[src/sv/dpb_pkg.sv]
`default_nettype none

package dpb_pkg;

  localparam int MAX_FRAME_DIM_DEF = 2048;

  localparam int CENTER_W = 15;
  localparam int FOCAL_W  = 16;
  localparam int DIM_W    = 12;
  localparam int DIM_CMP_W = 13;
  localparam int FMT_W    = 2;
  localparam int CFG_IDX_W  = 3;
  localparam int CFG_DATA_W = 16;

  localparam int DEPTH_W  = 16;
  localparam int COLOR_W  = 8;
  localparam int POS_W    = 11;
  localparam int XY_W     = 21;
  localparam int OFFSET_W = 17;
  localparam int PROD_W   = 32;
  localparam int MAG_W    = 31;
  localparam int DIV_CNT_W = $clog2(XY_W);
  localparam int HI_W     = MAG_W - XY_W;

  localparam logic [CENTER_W-1:0] CX_RESET = CENTER_W'(4985);
  localparam logic [CENTER_W-1:0] CY_RESET = CENTER_W'(4002);
  localparam logic [FOCAL_W-1:0]  FX_RESET = FOCAL_W'(8412);
  localparam logic [FOCAL_W-1:0]  FY_RESET = FOCAL_W'(8425);
  localparam logic [DIM_W-1:0]    FW_RESET = DIM_W'(640);
  localparam logic [DIM_W-1:0]    FH_RESET = DIM_W'(480);

  localparam logic [FMT_W-1:0] FMT_RGB  = 2'd0;
  localparam logic [FMT_W-1:0] FMT_BGR  = 2'd1;
  localparam logic [FMT_W-1:0] FMT_MONO = 2'd2;

  localparam logic [XY_W-1:0] XY_POS_MAX = {1'b0, {(XY_W-1){1'b1}}};
  localparam logic [XY_W-1:0] XY_NEG_MIN = {1'b1, {(XY_W-1){1'b0}}};

  typedef enum logic [CFG_IDX_W-1:0] {
    REG_CENTER_X = 3'd0,
    REG_CENTER_Y = 3'd1,
    REG_FOCAL_X  = 3'd2,
    REG_FOCAL_Y  = 3'd3,
    REG_WIDTH    = 3'd4,
    REG_HEIGHT   = 3'd5,
    REG_FORMAT   = 3'd6
  } reg_idx_e;

  typedef enum logic [4:0] {
    S_IDLE = 5'b00001,
    S_MUL  = 5'b00010,
    S_LOAD = 5'b00100,
    S_DIV  = 5'b01000,
    S_OUT  = 5'b10000
  } state_e;

  function automatic logic [DIM_CMP_W-1:0] eff_dim(input logic [DIM_W-1:0] d,
                                                    input logic [DIM_CMP_W-1:0] dmax);
    logic [DIM_CMP_W-1:0] dx;
    dx = {1'b0, d};
    if (d == '0) begin
      return DIM_CMP_W'(1);
    end else if (dx > dmax) begin
      return dmax;
    end
    return dx;
  endfunction

  function automatic logic [XY_W-1:0] clamp_xy(input logic neg, input logic sat,
                                                input logic [XY_W-1:0] mag);
    if (neg) begin
      if (sat || (mag > XY_NEG_MIN)) begin
        return XY_NEG_MIN;
      end
      return ~mag + XY_W'(1);
    end
    if (sat || mag[XY_W-1]) begin
      return XY_POS_MAX;
    end
    return mag;
  endfunction

endpackage

`default_nettype wire

[src/sv/depth_pixel_backprojection.sv]
`default_nettype none

// Turns each depth pixel beat into one colored 3-D point beat, in order. One multiplier
// and one restoring divider that yields one quotient bit per cycle are shared by the x
// and y axes. Each axis runs a multiply state, a setup state and a divide state, and the
// divide state is skipped when the quotient is known to saturate. A pixel with valid
// depth runs the x axis and then the y axis before its point is loaded into the output
// register; a pixel with invalid depth goes from acceptance straight to output.
// The input is stalled while a pixel is in work, so no new pixel is accepted before
// the last one is loaded into the output register. A finished point waits in the output
// register while the next pixel is accepted; a pixel that finishes while that point is
// still stalled waits for it, which adds those stall cycles.
// Configuration must be written only while the block is idle; the block itself does
// not enforce this.
module depth_pixel_backprojection #(
  parameter int MAX_FRAME_DIM = dpb_pkg::MAX_FRAME_DIM_DEF
) (
  input  wire                                   clk_i,
  input  wire                                   rst_ni,

  input  wire                                   cfg_we_i,
  input  wire  [dpb_pkg::CFG_IDX_W-1:0]         cfg_index_i,
  input  wire  [dpb_pkg::CFG_DATA_W-1:0]        cfg_data_i,

  input  wire                                   in_valid_i,
  output logic                                  in_stall_o,
  input  wire  [dpb_pkg::DEPTH_W-1:0]           depth_mm_i,
  input  wire                                   depth_valid_i,
  input  wire                                   start_of_frame_i,
  input  wire  [dpb_pkg::COLOR_W-1:0]           color_byte0_i,
  input  wire  [dpb_pkg::COLOR_W-1:0]           color_byte1_i,
  input  wire  [dpb_pkg::COLOR_W-1:0]           color_byte2_i,

  output logic                                  out_valid_o,
  input  wire                                   out_stall_i,
  output logic signed [dpb_pkg::XY_W-1:0]       point_x_mm_o,
  output logic signed [dpb_pkg::XY_W-1:0]       point_y_mm_o,
  output logic [dpb_pkg::DEPTH_W-1:0]           point_z_mm_o,
  output logic                                  point_valid_o,
  output logic [dpb_pkg::COLOR_W-1:0]           red_o,
  output logic [dpb_pkg::COLOR_W-1:0]           green_o,
  output logic [dpb_pkg::COLOR_W-1:0]           blue_o,
  output logic [dpb_pkg::POS_W-1:0]             pixel_column_o,
  output logic [dpb_pkg::POS_W-1:0]             pixel_row_o,
  output logic                                  end_of_frame_o
);

  localparam logic [dpb_pkg::DIM_CMP_W-1:0] DimMax = dpb_pkg::DIM_CMP_W'(MAX_FRAME_DIM);
  localparam int XyW = dpb_pkg::XY_W;
  localparam int PosW = dpb_pkg::POS_W;
  localparam int CmpW = dpb_pkg::DIM_CMP_W;
  localparam logic [dpb_pkg::DIV_CNT_W-1:0] DivLast = dpb_pkg::DIV_CNT_W'(XyW - 1);

  logic [dpb_pkg::CENTER_W-1:0] cx_q, cy_q;
  logic [dpb_pkg::FOCAL_W-1:0]  fx_q, fy_q;
  logic [dpb_pkg::DIM_W-1:0]    fw_q, fh_q;
  logic [dpb_pkg::FMT_W-1:0]    fmt_q;

  logic [PosW-1:0] col_q, col_d, row_q, row_d;
  dpb_pkg::state_e state_q, state_d;
  logic axis_q, axis_d;
  logic [dpb_pkg::DIV_CNT_W-1:0] cnt_q, cnt_d;
  logic out_valid_q, out_valid_d;

  logic [dpb_pkg::DEPTH_W-1:0] z_q;
  logic pv_q;
  logic [dpb_pkg::COLOR_W-1:0] r_q, g_q, b_q;
  logic [PosW-1:0] u_q, v_q;
  logic eof_q;
  logic signed [dpb_pkg::PROD_W-1:0] prod_q;
  logic neg_q;
  logic [dpb_pkg::FOCAL_W-1:0] rem_q;
  logic [XyW-1:0] dvd_q, quot_q, x_q, y_q;

  logic signed [XyW-1:0] ox_q, oy_q;
  logic [dpb_pkg::DEPTH_W-1:0] oz_q;
  logic opv_q;
  logic [dpb_pkg::COLOR_W-1:0] or_q, og_q, ob_q;
  logic [PosW-1:0] ou_q, ov_q;
  logic oeof_q;

  logic in_acc, out_load, res_wr;
  logic [XyW-1:0] res_val;
  logic [CmpW-1:0] w_eff, h_eff, col_inc, row_inc;
  logic [PosW-1:0] u_cur, v_cur;
  logic eof_cur;
  logic [dpb_pkg::COLOR_W-1:0] r_cur, g_cur, b_cur;

  logic [PosW-1:0] pos;
  logic [dpb_pkg::CENTER_W-1:0] ctr;
  logic [dpb_pkg::FOCAL_W-1:0] den, den_eff;
  logic signed [dpb_pkg::OFFSET_W-1:0] offset;
  logic signed [2*dpb_pkg::OFFSET_W-1:0] prod_full;
  logic [dpb_pkg::PROD_W-1:0] mag;
  logic sat;
  logic [dpb_pkg::FOCAL_W:0] part, trial;
  logic qbit;
  logic [dpb_pkg::FOCAL_W-1:0] rem_next;
  logic [XyW-1:0] q_next;

  assign in_stall_o = (state_q != dpb_pkg::S_IDLE);
  assign in_acc = in_valid_i && (state_q == dpb_pkg::S_IDLE);

  assign w_eff = dpb_pkg::eff_dim(fw_q, DimMax);
  assign h_eff = dpb_pkg::eff_dim(fh_q, DimMax);
  assign u_cur = start_of_frame_i ? '0 : col_q;
  assign v_cur = start_of_frame_i ? '0 : row_q;
  assign col_inc = CmpW'(u_cur) + CmpW'(1);
  assign row_inc = CmpW'(v_cur) + CmpW'(1);
  assign eof_cur = (CmpW'(u_cur) == (w_eff - CmpW'(1))) &&
                   (CmpW'(v_cur) == (h_eff - CmpW'(1)));

  always_comb begin
    col_d = col_q;
    row_d = row_q;
    if (in_acc) begin
      if (col_inc >= w_eff) begin
        col_d = '0;
        row_d = (row_inc >= h_eff) ? '0 : row_inc[PosW-1:0];
      end else begin
        col_d = col_inc[PosW-1:0];
        row_d = v_cur;
      end
    end
  end

  always_comb begin
    case (fmt_q)
      dpb_pkg::FMT_MONO: begin
        r_cur = color_byte0_i;
        g_cur = color_byte0_i;
        b_cur = color_byte0_i;
      end
      dpb_pkg::FMT_BGR: begin
        r_cur = color_byte2_i;
        g_cur = color_byte1_i;
        b_cur = color_byte0_i;
      end
      default: begin
        r_cur = color_byte0_i;
        g_cur = color_byte1_i;
        b_cur = color_byte2_i;
      end
    endcase
  end

  assign pos = axis_q ? v_q : u_q;
  assign ctr = axis_q ? cy_q : cx_q;
  assign den = axis_q ? fy_q : fx_q;
  assign den_eff = (den == '0) ? dpb_pkg::FOCAL_W'(1) : den;
  assign offset = $signed({2'b00, pos, 4'b0000}) - $signed({2'b00, ctr});
  assign prod_full = offset * $signed({1'b0, z_q});
  assign mag = prod_q[dpb_pkg::PROD_W-1] ? (~prod_q + dpb_pkg::PROD_W'(1)) : prod_q;
  assign sat = {{(dpb_pkg::FOCAL_W-dpb_pkg::HI_W){1'b0}}, mag[dpb_pkg::MAG_W-1:XyW]}
               >= den_eff;

  assign part = {rem_q, dvd_q[XyW-1]};
  assign trial = part - {1'b0, den_eff};
  assign qbit = (part >= {1'b0, den_eff});
  assign rem_next = qbit ? trial[dpb_pkg::FOCAL_W-1:0] : part[dpb_pkg::FOCAL_W-1:0];
  assign q_next = {quot_q[XyW-2:0], qbit};

  assign out_load = (state_q == dpb_pkg::S_OUT) && (!out_valid_q || !out_stall_i);

  always_comb begin
    state_d = state_q;
    axis_d = axis_q;
    cnt_d = cnt_q;
    res_wr = 1'b0;
    res_val = dpb_pkg::clamp_xy(neg_q, 1'b0, q_next);
    case (state_q)
      dpb_pkg::S_IDLE: begin
        if (in_acc) begin
          axis_d = 1'b0;
          state_d = depth_valid_i ? dpb_pkg::S_MUL : dpb_pkg::S_OUT;
        end
      end
      dpb_pkg::S_MUL: begin
        state_d = dpb_pkg::S_LOAD;
      end
      dpb_pkg::S_LOAD: begin
        cnt_d = '0;
        if (sat) begin
          res_wr = 1'b1;
          res_val = dpb_pkg::clamp_xy(prod_q[dpb_pkg::PROD_W-1], 1'b1, '0);
          axis_d = 1'b1;
          state_d = axis_q ? dpb_pkg::S_OUT : dpb_pkg::S_MUL;
        end else begin
          state_d = dpb_pkg::S_DIV;
        end
      end
      dpb_pkg::S_DIV: begin
        cnt_d = cnt_q + dpb_pkg::DIV_CNT_W'(1);
        if (cnt_q == DivLast) begin
          res_wr = 1'b1;
          axis_d = 1'b1;
          state_d = axis_q ? dpb_pkg::S_OUT : dpb_pkg::S_MUL;
        end
      end
      dpb_pkg::S_OUT: begin
        if (out_load) begin
          state_d = dpb_pkg::S_IDLE;
        end
      end
      default: begin
        state_d = dpb_pkg::S_IDLE;
      end
    endcase
  end

  always_comb begin
    out_valid_d = out_valid_q;
    if (out_load) begin
      out_valid_d = 1'b1;
    end else if (out_valid_q && !out_stall_i) begin
      out_valid_d = 1'b0;
    end
  end

  always_ff @(posedge clk_i or negedge rst_ni) begin
    if (!rst_ni) begin
      cx_q <= dpb_pkg::CX_RESET;
      cy_q <= dpb_pkg::CY_RESET;
      fx_q <= dpb_pkg::FX_RESET;
      fy_q <= dpb_pkg::FY_RESET;
      fw_q <= dpb_pkg::FW_RESET;
      fh_q <= dpb_pkg::FH_RESET;
      fmt_q <= dpb_pkg::FMT_RGB;
      col_q <= '0;
      row_q <= '0;
      state_q <= dpb_pkg::S_IDLE;
      axis_q <= 1'b0;
      cnt_q <= '0;
      out_valid_q <= 1'b0;
    end else begin
      if (cfg_we_i) begin
        case (cfg_index_i)
          dpb_pkg::REG_CENTER_X: cx_q <= cfg_data_i[dpb_pkg::CENTER_W-1:0];
          dpb_pkg::REG_CENTER_Y: cy_q <= cfg_data_i[dpb_pkg::CENTER_W-1:0];
          dpb_pkg::REG_FOCAL_X:  fx_q <= cfg_data_i;
          dpb_pkg::REG_FOCAL_Y:  fy_q <= cfg_data_i;
          dpb_pkg::REG_WIDTH:    fw_q <= cfg_data_i[dpb_pkg::DIM_W-1:0];
          dpb_pkg::REG_HEIGHT:   fh_q <= cfg_data_i[dpb_pkg::DIM_W-1:0];
          dpb_pkg::REG_FORMAT:   fmt_q <= cfg_data_i[dpb_pkg::FMT_W-1:0];
          default: begin
          end
        endcase
      end
      col_q <= col_d;
      row_q <= row_d;
      state_q <= state_d;
      axis_q <= axis_d;
      cnt_q <= cnt_d;
      out_valid_q <= out_valid_d;
    end
  end

  always_ff @(posedge clk_i) begin
    if (in_acc) begin
      z_q <= depth_mm_i;
      pv_q <= depth_valid_i;
      r_q <= r_cur;
      g_q <= g_cur;
      b_q <= b_cur;
      u_q <= u_cur;
      v_q <= v_cur;
      eof_q <= eof_cur;
    end
    if (state_q == dpb_pkg::S_MUL) begin
      prod_q <= prod_full[dpb_pkg::PROD_W-1:0];
    end
    if (state_q == dpb_pkg::S_LOAD) begin
      neg_q <= prod_q[dpb_pkg::PROD_W-1];
      rem_q <= {{(dpb_pkg::FOCAL_W-dpb_pkg::HI_W){1'b0}}, mag[dpb_pkg::MAG_W-1:XyW]};
      dvd_q <= mag[XyW-1:0];
      quot_q <= '0;
    end
    if (state_q == dpb_pkg::S_DIV) begin
      rem_q <= rem_next;
      dvd_q <= {dvd_q[XyW-2:0], 1'b0};
      quot_q <= q_next;
    end
    if (res_wr) begin
      if (axis_q) begin
        y_q <= res_val;
      end else begin
        x_q <= res_val;
      end
    end
    if (out_load) begin
      ox_q <= pv_q ? $signed(x_q) : '0;
      oy_q <= pv_q ? $signed(y_q) : '0;
      oz_q <= pv_q ? z_q : '0;
      opv_q <= pv_q;
      or_q <= r_q;
      og_q <= g_q;
      ob_q <= b_q;
      ou_q <= u_q;
      ov_q <= v_q;
      oeof_q <= eof_q;
    end
  end

  assign out_valid_o = out_valid_q;
  assign point_x_mm_o = ox_q;
  assign point_y_mm_o = oy_q;
  assign point_z_mm_o = oz_q;
  assign point_valid_o = opv_q;
  assign red_o = or_q;
  assign green_o = og_q;
  assign blue_o = ob_q;
  assign pixel_column_o = ou_q;
  assign pixel_row_o = ov_q;
  assign end_of_frame_o = oeof_q;

endmodule

`default_nettype wire

[config.mk]
export PLATFORM = sky130hd
export DESIGN_NAME = depth_pixel_backprojection
export DESIGN_NICKNAME = d
export VERILOG_FILES = /design/src/sv/dpb_pkg.sv /design/src/sv/depth_pixel_backprojection.sv
export SDC_FILE = /design/constraint.sdc
export NUM_CORES = 1
export LEC_CHECK = 0
export BUFFER_PORTS_ARGS = -buffer_cell sky130_fd_sc_hd__buf_2
export CAP_MARGIN = 20
export CORE_ASPECT_RATIO = 1.5
export CORE_MARGIN = 3
export CORE_UTILIZATION = 25
export CTS_CLUSTER_DIAMETER = 150
export CTS_CLUSTER_SIZE = 40
export DETAILED_ROUTE_END_ITERATION = 6
export SYNTH_ARGS = -nofsm -noshare
export SYNTH_HDL_FRONTEND = slang
export SYNTH_SLANG_ARGS = --single-unit
export TNS_END_PERCENT = 1
[constraint.sdc]
create_clock -name clk_i -period 26.3 [get_ports clk_i]
set_clock_uncertainty 0.1 [all_clocks]
set_input_delay 2.63 -clock clk_i [delete_from_list [all_inputs] [get_ports clk_i]]
set_output_delay 2.63 -clock clk_i [all_outputs]
set_load 0.03 [all_outputs]
## Yosys cells after proc, flatten, opt, wreduce, memory -nomap -nowiden

Cells that the tools add are included.
W data, S select, Z words.

| word-level totals | value |
|---|---|
| flip-flop bits (word level) | 424 |
| bits of input ports | 66 |
| output and inout port bits | 108 |
| word-level logic and storage cells | 179 |

| cells by class | value |
|---|---|
| order comparisons | 7 |
| mux-type cells | 73 |
| reduce and logical (&&, ||, !) cells | 26 |
| $add $sub $neg | 9 |
| multiply operators | 1 |
| bitwise operators | 3 |
| equal/unequal tests | 21 |

Operators with widths:

| operator | count |
|---|---|
| $mux W21 | 13 |
| $mux W16 | 5 |
| $mux W13 | 6 |
| $mux W11 | 6 |
| $mux W20 | 3 |
| $mul A16 B17 Y32 | 1 |
| $add A31 B2 Y31 const B | 1 |
| $mux W31 | 1 |
| $not A31 Y31 | 1 |
| $mux W5 | 6 |
| $eq A11 B13 Y1 | 2 |
| $ge A12 B13 Y1 | 2 |
| $sub A13 B1 Y13 const B | 2 |
| $mux W1 | 25 |
| $pmux W5 S5 | 1 |
| $add A11 B1 Y12 const B | 2 |
| $gt A12 B12 Y1 const B | 2 |
| $logic_not A12 Y1 | 2 |
| $mux W8 | 3 |
| $add A21 B1 Y21 const B | 1 |
| $gt A21 B21 Y1 const B | 1 |
| $not A21 Y21 | 1 |
| $reduce_and A2 Y1 | 9 |
| $ge A17 B16 Y1 | 1 |
| other kinds (31) | 43 |

## Longest topological paths before layout

Gate-level depths: netlist of the first run.

| depth | value |
|---|---|
| depth in word-level cells | 14 |
| depth in mapped cells | 38 |
| depth with buffers taken out | 34 |

## Least setup slack after synthesis of the first run

Ideal clock, no wire load.

| timing path | value |
|---|---|
| path kind | reg2reg |
| from | register axis_q |
| to | register prod_q[31] in the netlist's numbering, data pin |
| setup time | 260 ps |
| buffers on the path | 5 |
| stages on the path, launching flop included | 36 |
| setup slack | 16411 ps |
| period minus slack after synthesis | 9889 ps |
| data arrival time | 9529 ps |
| cell sequence | dfrtp_1 > clkbuf_1 > clkbuf_1 > clkbuf_1 > buf_1 > mux2_2 > ha_1 > o21a_1 > nor2_1 > a211oi_1 > o21a_1 > o21ba_2 > o41ai_1 > o21bai_1 > a21o_1 > clkbuf_1 > nor2_1 > fa_1 > inv_1 > fa_1 > fa_1 > fa_1 > fa_1 > fa_1 > inv_1 > ha_1 > a21o_1 > a31o_2 > a221o_1 > a21oi_1 > o21ai_1 > a21o_1 > a41o_1 > a31oi_1 > o21ai_1 > xnor2_1 |

| on the way | value |
|---|---|
| cells in the longest elaborated chain, start to end | 3 |
| elaborated cells between the ends (all ways) | 4 |
| classes of those cells | 1 x add/sub; 1 x mul; 2 x mux |

RTL lines:

| element | RTL line | RTL |
|---|---|---|
| start: declaration | depth_pixel_backprojection.sv:61 | `logic axis_q, axis_d;` |
| start signal: assignment | depth_pixel_backprojection.sv:252 | `axis_q <= axis_d;` |
| $mux W15 or $mux W11 (tied branches) | depth_pixel_backprojection.sv:148, depth_pixel_backprojection.sv:147 |  |
| $sub A15 B15 Y16 * | depth_pixel_backprojection.sv:151 | `assign offset = $signed({2'b00, pos, 4'b0000}) - $signed({2'b00, ctr});` |
| $mul A16 B17 Y32 * | depth_pixel_backprojection.sv:152 | `assign prod_full = offset * $signed({1'b0, z_q});` |
| net prod_full (one bit) | depth_pixel_backprojection.sv:93 | `logic signed [2*dpb_pkg::OFFSET_W-1:0] prod_full;` |
| end signal: assignment | depth_pixel_backprojection.sv:270 | `prod_q <= prod_full[dpb_pkg::PROD_W-1:0];` |
| end: declaration | depth_pixel_backprojection.sv:70 | `logic signed [dpb_pkg::PROD_W-1:0] prod_q;` |

The timed path passes the listed nets; every way through them passes the cells marked *.
A chain may end at the register's enable or synchronous reset.

## Worst setup path after layout of the first run

Same ends and word-level chain as after synthesis.

==> flow_metrics.env, run 1 <==
export IMPL_critical_path_slowest_cell="buf_4"
export IMPL_dp_worst_setup_slack_ps=16630
export IMPL_timing_critical_path_arrival_ps=9960
export IMPL_nNetsFinal=3244
export IMPL_drc=0
export IMPL_cts_resized=0
export IMPL_maxCapViolCount=0
export IMPL_grt_overflow_total=0
export IMPL_worst_path_largest_cell_delay_ps=620
export IMPL_place_gp_congestion=0.8448
export IMPL_clock_root_buffer="clkbuf_16"
export IMPL_synth_area_leader_cell="edfxtp_1"
export IMPL_outcome="complete, no violations"
export IMPL_finalNonFillerCells=4346
export IMPL_achievable_frequency_mhz=103.0
export IMPL_cts_setup_buffers=0
export IMPL_syn_area_sq_mm=0.02907
export IMPL_route_final_wire_length_microns=70000
export IMPL_global_route_usage_total=0.1143
export IMPL_final_max_slew_violation_count=0
export IMPL_grt_first_pass_wirelength_microns=111000
export IMPL_ctsLongestPathBuffers=3
export IMPL_postSynthAreaPerCell_sq_um=10.90
export IMPL_area_of_placed_instances_sq_mm=0.03183
export IMPL_synth_top_area_share=0.3110
export IMPL_synth_seq_area_share=0.4182
export IMPL_fin_crit_sh=0.3693
export IMPL_unrepaired_setup_endpoints_after_global_routing="no"
export IMPL_cts_hold_buffers_added=0
export IMPL_floorplan_initialDensity=0.2530
export IMPL_most_common_cell_after_layout_fill_and_taps_aside="nand2_1"
export IMPL_number_of_standard_cell_rows_in_the_floorplan=152
export IMPL_fin_area_sq_mm=0.03239
export IMPL_placeableCoreArea_sq_mm=0.1149
export IMPL_hold_viol=0
export IMPL_netlist_instances=2666
export IMPL_numCtsBuffers=16
export IMPL_yosys_top_cells_area="edfxtp_1 (31%), fa_1 (13%), ha_1 (8.1%)"
export IMPL_detail_route_antenna_nets=0
export IMPL_grt_start_max_net_pins=61
export IMPL_drt_first_iter_violations=1034
export IMPL_cts_htree_levels=1
export IMPL_antenna_violations_before_repair=4
export IMPL_ys_types=73
export IMPL_yosysWarningCount=0
export IMPL_vias_in_the_first_global_route=19761
export IMPL_critical_path_endpoint_type="flip-flop"
export IMPL_clkTransAtPathRegs_ps=150
export IMPL_worst_pin_slew_ps=1148
export IMPL_timing_slew_headroom=0.2344
export IMPL_path_max_fanout=55
export IMPL_design_portCount=174
export IMPL_detail_route_wl_per_cell_microns=16.11
export IMPL_place_port_buffers=173
export IMPL_dieArea_sq_mm=0.1205
export IMPL_syn2layout_area_growth_pct=11.45
export IMPL_cts_num_sinks=424
export IMPL_hold_path_class="reg -> reg"
export IMPL_async_flop_share=0.2877
export IMPL_worstPathBufferInverterCount=5
export IMPL_worst_path_dominant_cell_family="adder cells"
export IMPL_tns_ps=0
export IMPL_synth_seq_cells=424
export IMPL_wp_data_required_ps=26550
export IMPL_finalWorstPathRequiredPeriod_ps=9712
export IMPL_smallest_setup_slack_after_layout_ps=16590
export IMPL_dp_cells=4315
export IMPL_setup_worst_path_class="reg -> reg"
export IMPL_path_common_cell="fa_1"
export IMPL_vias=19513
export IMPL_clk_insertion_delay_late_ps=580
export IMPL_drt_vias_per_instance=4.490
export IMPL_startpoint_type="flip-flop"
export IMPL_synth_edff_count=301
export IMPL_die_width_microns=284.4
export IMPL_place_hpwl_microns=53890
export IMPL_setup_viol_count_final=0
export IMPL_floorplan_die_height_microns=423.6
export IMPL_final_layout_size_suffix_gt1_frac=0.1516
export IMPL_synth_nets=3116
export IMPL_tritoncts_clock_tree="done"
export IMPL_top_reg_cell_synth="edfxtp_1"
export IMPL_layout_common_cells="nand2_1 (311), inv_1 (302), edfxtp_1 (301), fa_1 (195), ha_1 (189)"
export IMPL_drt_pass1_iter_count=5
-- cell type report --
cell class              count  area [sq um]
multi-input cells        1834         15440
clock buffers              24         451.7
diodes                      2         5.005
inverters                 307          1154
well taps                1540          1927
repair buffers            211          1157
clock inverters             4         101.3
flip-flops and latches    424         12160
fillers                 12011         82480
-- worst register-to-register path, delay by kind of cell, from the launching register on --
kind / cells / cell delay (ps)
DFF: 1 / 370
buffers and inverters: 5 / 860
muxes: 1 / 470
xor gates and xnor gates: 1 / 130
and+or+nand+nor: 3 / 580
AOI/OAI and AO/OA: 14 / 3140
adders and majority gates: 8 / 3850
-- synthesized netlist by cell type (14+ instances only) --
cell / count
nor2_1: 105
xor2_1: 46
or3_1: 17
nand2_1: 311
edfxtp_1: 301
a31oi_1: 15
nor4_1: 15
a21oi_1: 97
dfrtp_1: 88
mux2i_1: 33
nand2b_1: 15
o21a_1: 14
a211oi_1: 15
ha_1: 189
a21o_1: 28
xnor2_1: 73
clkbuf_1: 94
and2_1: 156
dfstp_2: 34
nor2b_1: 41
inv_1: 303
fa_1: 195
nor3_1: 40
o21ai_0: 101
nand3_1: 25
mux2_2: 121
-- logic make-up (layout without fill, tap and decap cells) --
family,Yosys count,count (layout),synth area share
compound gates,378,378,0.08261
mux,154,154,0.05824
flops,424,424,0.4182
fa+ha+maj,384,384,0.2157
xor+xnor,119,119,0.03586
buf+inv,408,546,0.05269
other cells,0,2,0
simple gates,799,799,0.1368
-- flip-flops by register name, indices dropped and copies added, names as in the netlist, 20 cells and up --
signal        flops
x_q              21
prod_q           32
point_x_mm_o     21
point_y_mm_o     21
y_q              21
quot_q           20
dvd_q            21
-- per-stage QoR --
| stage | hold WS [ps] | util |
|---|---|---|
| finish | 334.2 | 0.2820 |
| global placement | 301.1 | 0.2771 |
| CTS | 337.7 | 0.2819 |
| detailed placement | 304.5 | 0.2771 |
| floorplan | 300.3 | - |
| global route | 345.2 | 0.2820 |
-- worst paths after layout --
path / startpoint / to / slack (ps) / cells after the start
min: r_q[0]$_DFFE_PP_ / red_o[0]$_DFFE_PP_ / 330 / 0
min reg2reg: r_q[0]$_DFFE_PP_ / red_o[0]$_DFFE_PP_ / 330 / 0
min in group asynchronous: rst_ni / cy_q[6]$_DFFE_PN0P_ / 1860 / 1
max in group asynchronous: rst_ni / axis_q$_DFFE_PN0P_ / 23210 / 2
max reg2reg: axis_q$_DFFE_PN0P_ / prod_q[31]$_DFFE_PP_ / 16590 / 32
max: axis_q$_DFFE_PN0P_ / prod_q[31]$_DFFE_PP_ / 16590 / 32
-- per-layer routing --
metal	track usage	up-vias	wire (microns)
li1	-	9294	-
met1	0.1439	9724	29940
met2	0.2068	391	35200
met3	0.009242	102	2702
met4	0.03586	2	2139
met5	0	-	11
Power of run 1 is left out: the tool's default activity adds up to more than one toggle a clock period on the data nets, which glitch-free logic cannot reach.
==> inputs of run 2 (changes only) <==
--- a/config.mk
+++ b/config.mk
@@ -5,6 +5,7 @@
 export SDC_FILE = /design/constraint.sdc
 export NUM_CORES = 1
 export LEC_CHECK = 0
+export ABC_AREA = 1
 export BUFFER_PORTS_ARGS = -buffer_cell sky130_fd_sc_hd__buf_2
 export CAP_MARGIN = 20
 export CORE_ASPECT_RATIO = 1.5
==> constraint.sdc (replaced) <==
create_clock -name clk_i -period 9 [get_ports clk_i]
set_clock_uncertainty 0.1 [all_clocks]
set_input_delay 0.9 -clock clk_i [delete_from_list [all_inputs] [get_ports clk_i]]
set_output_delay 0.9 -clock clk_i [all_outputs]
set_load 0.03 [all_outputs]
==> flow_metrics.env, run 2 <==
export IMPL_synth_edff_count=301
export IMPL_fillers=12676
export IMPL_largest_reg_flops=32
export IMPL_postSynthAreaPerCell_sq_um=8.924
export IMPL_detail_route_antenna_nets=0
export IMPL_drc=0
export IMPL_floorplan_die_height_microns=428.8
export IMPL_ff_latch_area_sq_mm=0.01216
export IMPL_post_synth_mux_area_share=0.007392
export IMPL_setup_worst_path_class="reg -> reg"
export IMPL_floorplan_initialDensity=0.2526
export IMPL_place_port_buffers=173
export IMPL_route_final_wire_length_microns=83000
export IMPL_vias_in_the_first_global_route=22919
export IMPL_antenna_violations_before_repair=3
export IMPL_clock_root_buffer="clkbuf_16"
export IMPL_path_max_fanout=23
export IMPL_design_portCount=174
export IMPL_launch_point_of_the_worst_reg_to_reg_path="axis_q$_DFFE_PN0P_"
export IMPL_yosysWarningCount=0
export IMPL_die_width_microns=287.9
export IMPL_dominant_combinational_cell_family_by_area_after_synthesis="adder cells"
export IMPL_worst_pin_slew_ps=965.3
export IMPL_max_flop_register="prod_q"
export IMPL_syn2layout_area_growth_pct=10.95
export IMPL_startpoint_type="flip-flop"
export IMPL_detail_route_wl_per_cell_microns=16.47
export IMPL_synth_top_cells_by_count="nand2_1 (731), inv_1 (617), nor2_1 (303), edfxtp_1 (301), o21ai_0 (228)"
export IMPL_cts_resized=0
export IMPL_syn_area_sq_mm=0.02979
export IMPL_placeableCoreArea_sq_mm=0.1179
export IMPL_cts_htree_levels=1
export IMPL_most_common_cell_after_layout_fill_and_taps_aside="nand2_1"
export IMPL_clk_insertion_delay_late_ps=600
export IMPL_layout_common_cells="nand2_1 (731), inv_1 (616), edfxtp_1 (301), nor2_1 (300), o21ai_0 (228)"
export IMPL_vias=22511
export IMPL_synth_simple_gate_area_share=0.1709
export IMPL_grt_first_pass_wirelength_microns=128700
export IMPL_grt_start_max_net_pins=69
export IMPL_cts_num_sinks=424
export IMPL_clkTransAtPathRegs_ps=150
export IMPL_tns_ps=0
export IMPL_numCtsBuffers=16
export IMPL_synth_top_area_share=0.3034
export IMPL_tritoncts_clock_tree="done"
export IMPL_top_reg_cell_synth="edfxtp_1"
export IMPL_drt_vias_per_instance=4.466
export IMPL_critical_path_slowest_cell="dfrtp_2"
export IMPL_ys_types=66
export IMPL_cts_setup_buffers=0
export IMPL_place_gp_congestion=0.9519
export IMPL_synth_area_leader_cell="edfxtp_1"
export IMPL_worst_path_dominant_cell_family="adder cells"
export IMPL_worstPathBufferInverterCount=8
export IMPL_yosys_cell_count_top_type="nand2_1"
export IMPL_setup_viol_count_final=0
export IMPL_fin_crit_sh=0.9273
export IMPL_finalWorstPathRequiredPeriod_ps=8345
export IMPL_outcome="complete, no violations"
export IMPL_netlist_instances=3338
export IMPL_r2r_slack_ps=650
export IMPL_nNetsFinal=3919
export IMPL_regToRegEndpoint="prod_q[29]$_DFFE_PP_"
export IMPL_final_max_slew_violation_count=0
export IMPL_yosys_top_cells_area="edfxtp_1 (30%), fa_1 (13%), nand2_1 (9.2%)"
export IMPL_synth_seq_area_share=0.4080
export IMPL_async_flop_share=0.2877
export IMPL_maxCapViolCount=0
export IMPL_post_synth_xor_area_fraction=0.02583
export IMPL_multiInputGateArea_sq_mm=0.01487
export IMPL_final_layout_size_suffix_gt1_frac=0.09371
export IMPL_number_of_standard_cell_rows_in_the_floorplan=154
export IMPL_drt_first_iter_violations=1253
export IMPL_worst_path_largest_cell_delay_ps=760
export IMPL_global_route_usage_total=0.1341
export IMPL_hold_viol=0
export IMPL_cts_hold_buffers_added=0
export IMPL_unrepaired_setup_endpoints_after_global_routing="no"
export IMPL_synth_nets=3788
export IMPL_ctsLongestPathBuffers=3
export IMPL_timing_slew_headroom=0.3550
export IMPL_drt_pass1_iter_count=5
export IMPL_r2r_cells=33
export IMPL_post_synth_fa_ha_maj_area_fraction=0.2104
export IMPL_critical_path_endpoint_type="flip-flop"
export IMPL_hold_path_class="in -> async"
export IMPL_wp_data_required_ps=9290
export IMPL_synth_compound_area_share=0.08341
export IMPL_grt_overflow_total=0
export IMPL_timing_critical_path_arrival_ps=8630
export IMPL_place_hpwl_microns=65350
export IMPL_achievable_frequency_mhz=119.8
export IMPL_synth_seq_cells=424
export IMPL_dieArea_sq_mm=0.1234
==> run 2: cell count changes in the layout (fill, tap and decap cells not counted), sizes merged, moves of 19 or more <==
cell,before,now
nand3,25,111
nor2b,41,0
a21o,28,6
a21oi,97,135
o21ai,110,244
nand2,311,740
xnor2,73,31
mux2,121,0
or3,19,0
nor2,105,308
and2,156,0
inv,305,632
==> run 2: how the worst max path moves through the flow <==
stage	start	to	cells after the start
finish	axis_q$_DFFE_PN0P_	prod_q[29]$_DFFE_PP_	33
global route	axis_q$_DFFE_PN0P_	prod_q[25]$_DFFE_PP_	33
CTS	axis_q$_DFFE_PN0P_	prod_q[25]$_DFFE_PP_	33
detailed placement	axis_q$_DFFE_PN0P_	prod_q[29]$_DFFE_PP_	33
global placement	axis_q$_DFFE_PN0P_	prod_q[29]$_DFFE_PP_	33
floorplan	axis_q$_DFFE_PN0P_	prod_q[29]$_DFFE_PP_	40
==> run 2: cells by family (layout without fill, tap and decap cells) <==
| family | after synthesis | count (layout) |
|---|---|---|
| AOI/OAI and AO/OA | 451 | 451 |
| xor gates and xnor gates | 87 | 87 |
| adders and majority gates | 384 | 384 |
| buffers and inverters | 728 | 869 |
| DFF | 424 | 424 |
| muxes | 22 | 22 |
| other | 0 | 1 |
| and+or+nand+nor | 1242 | 1242 |
==> run 2: area by class of cell <==
class	instances	area share
sequential	424	0.3678
clock buffer	22	0.01344
timing repair buffer	206	0.03400
inverter	635	0.07219
clock inverter	6	0.003483
antenna	1	0.00007571
tap	1560	0.05906
multi-input combinational	2186	0.4500
==> run 2: per-layer routing <==
layer	wire, microns	GRT usage	share of wire
met1	31290	0.1463	0.38
met2	45030	0.2610	0.54
met3	2712	0.01010	0.033
met4	3971	0.05792	0.048
met5	0	0	0
==> run 2: through the flow <==
step	std cells	hold WS, ps	util	worst slack, ps	cell area [sq um]
finish	5040	269.4	0.2803	654.5	33050
global route	5040	292.8	0.2803	49.17	33050
CTS	5038	239.6	0.2801	649.0	33030
detailed placement	5010	304.5	0.2754	661.1	32470
global placement	5010	300.4	0.2754	695.1	32470
floorplan	3338	300.3	-	1123	29790
Power of run 2 is left out for the same reason.
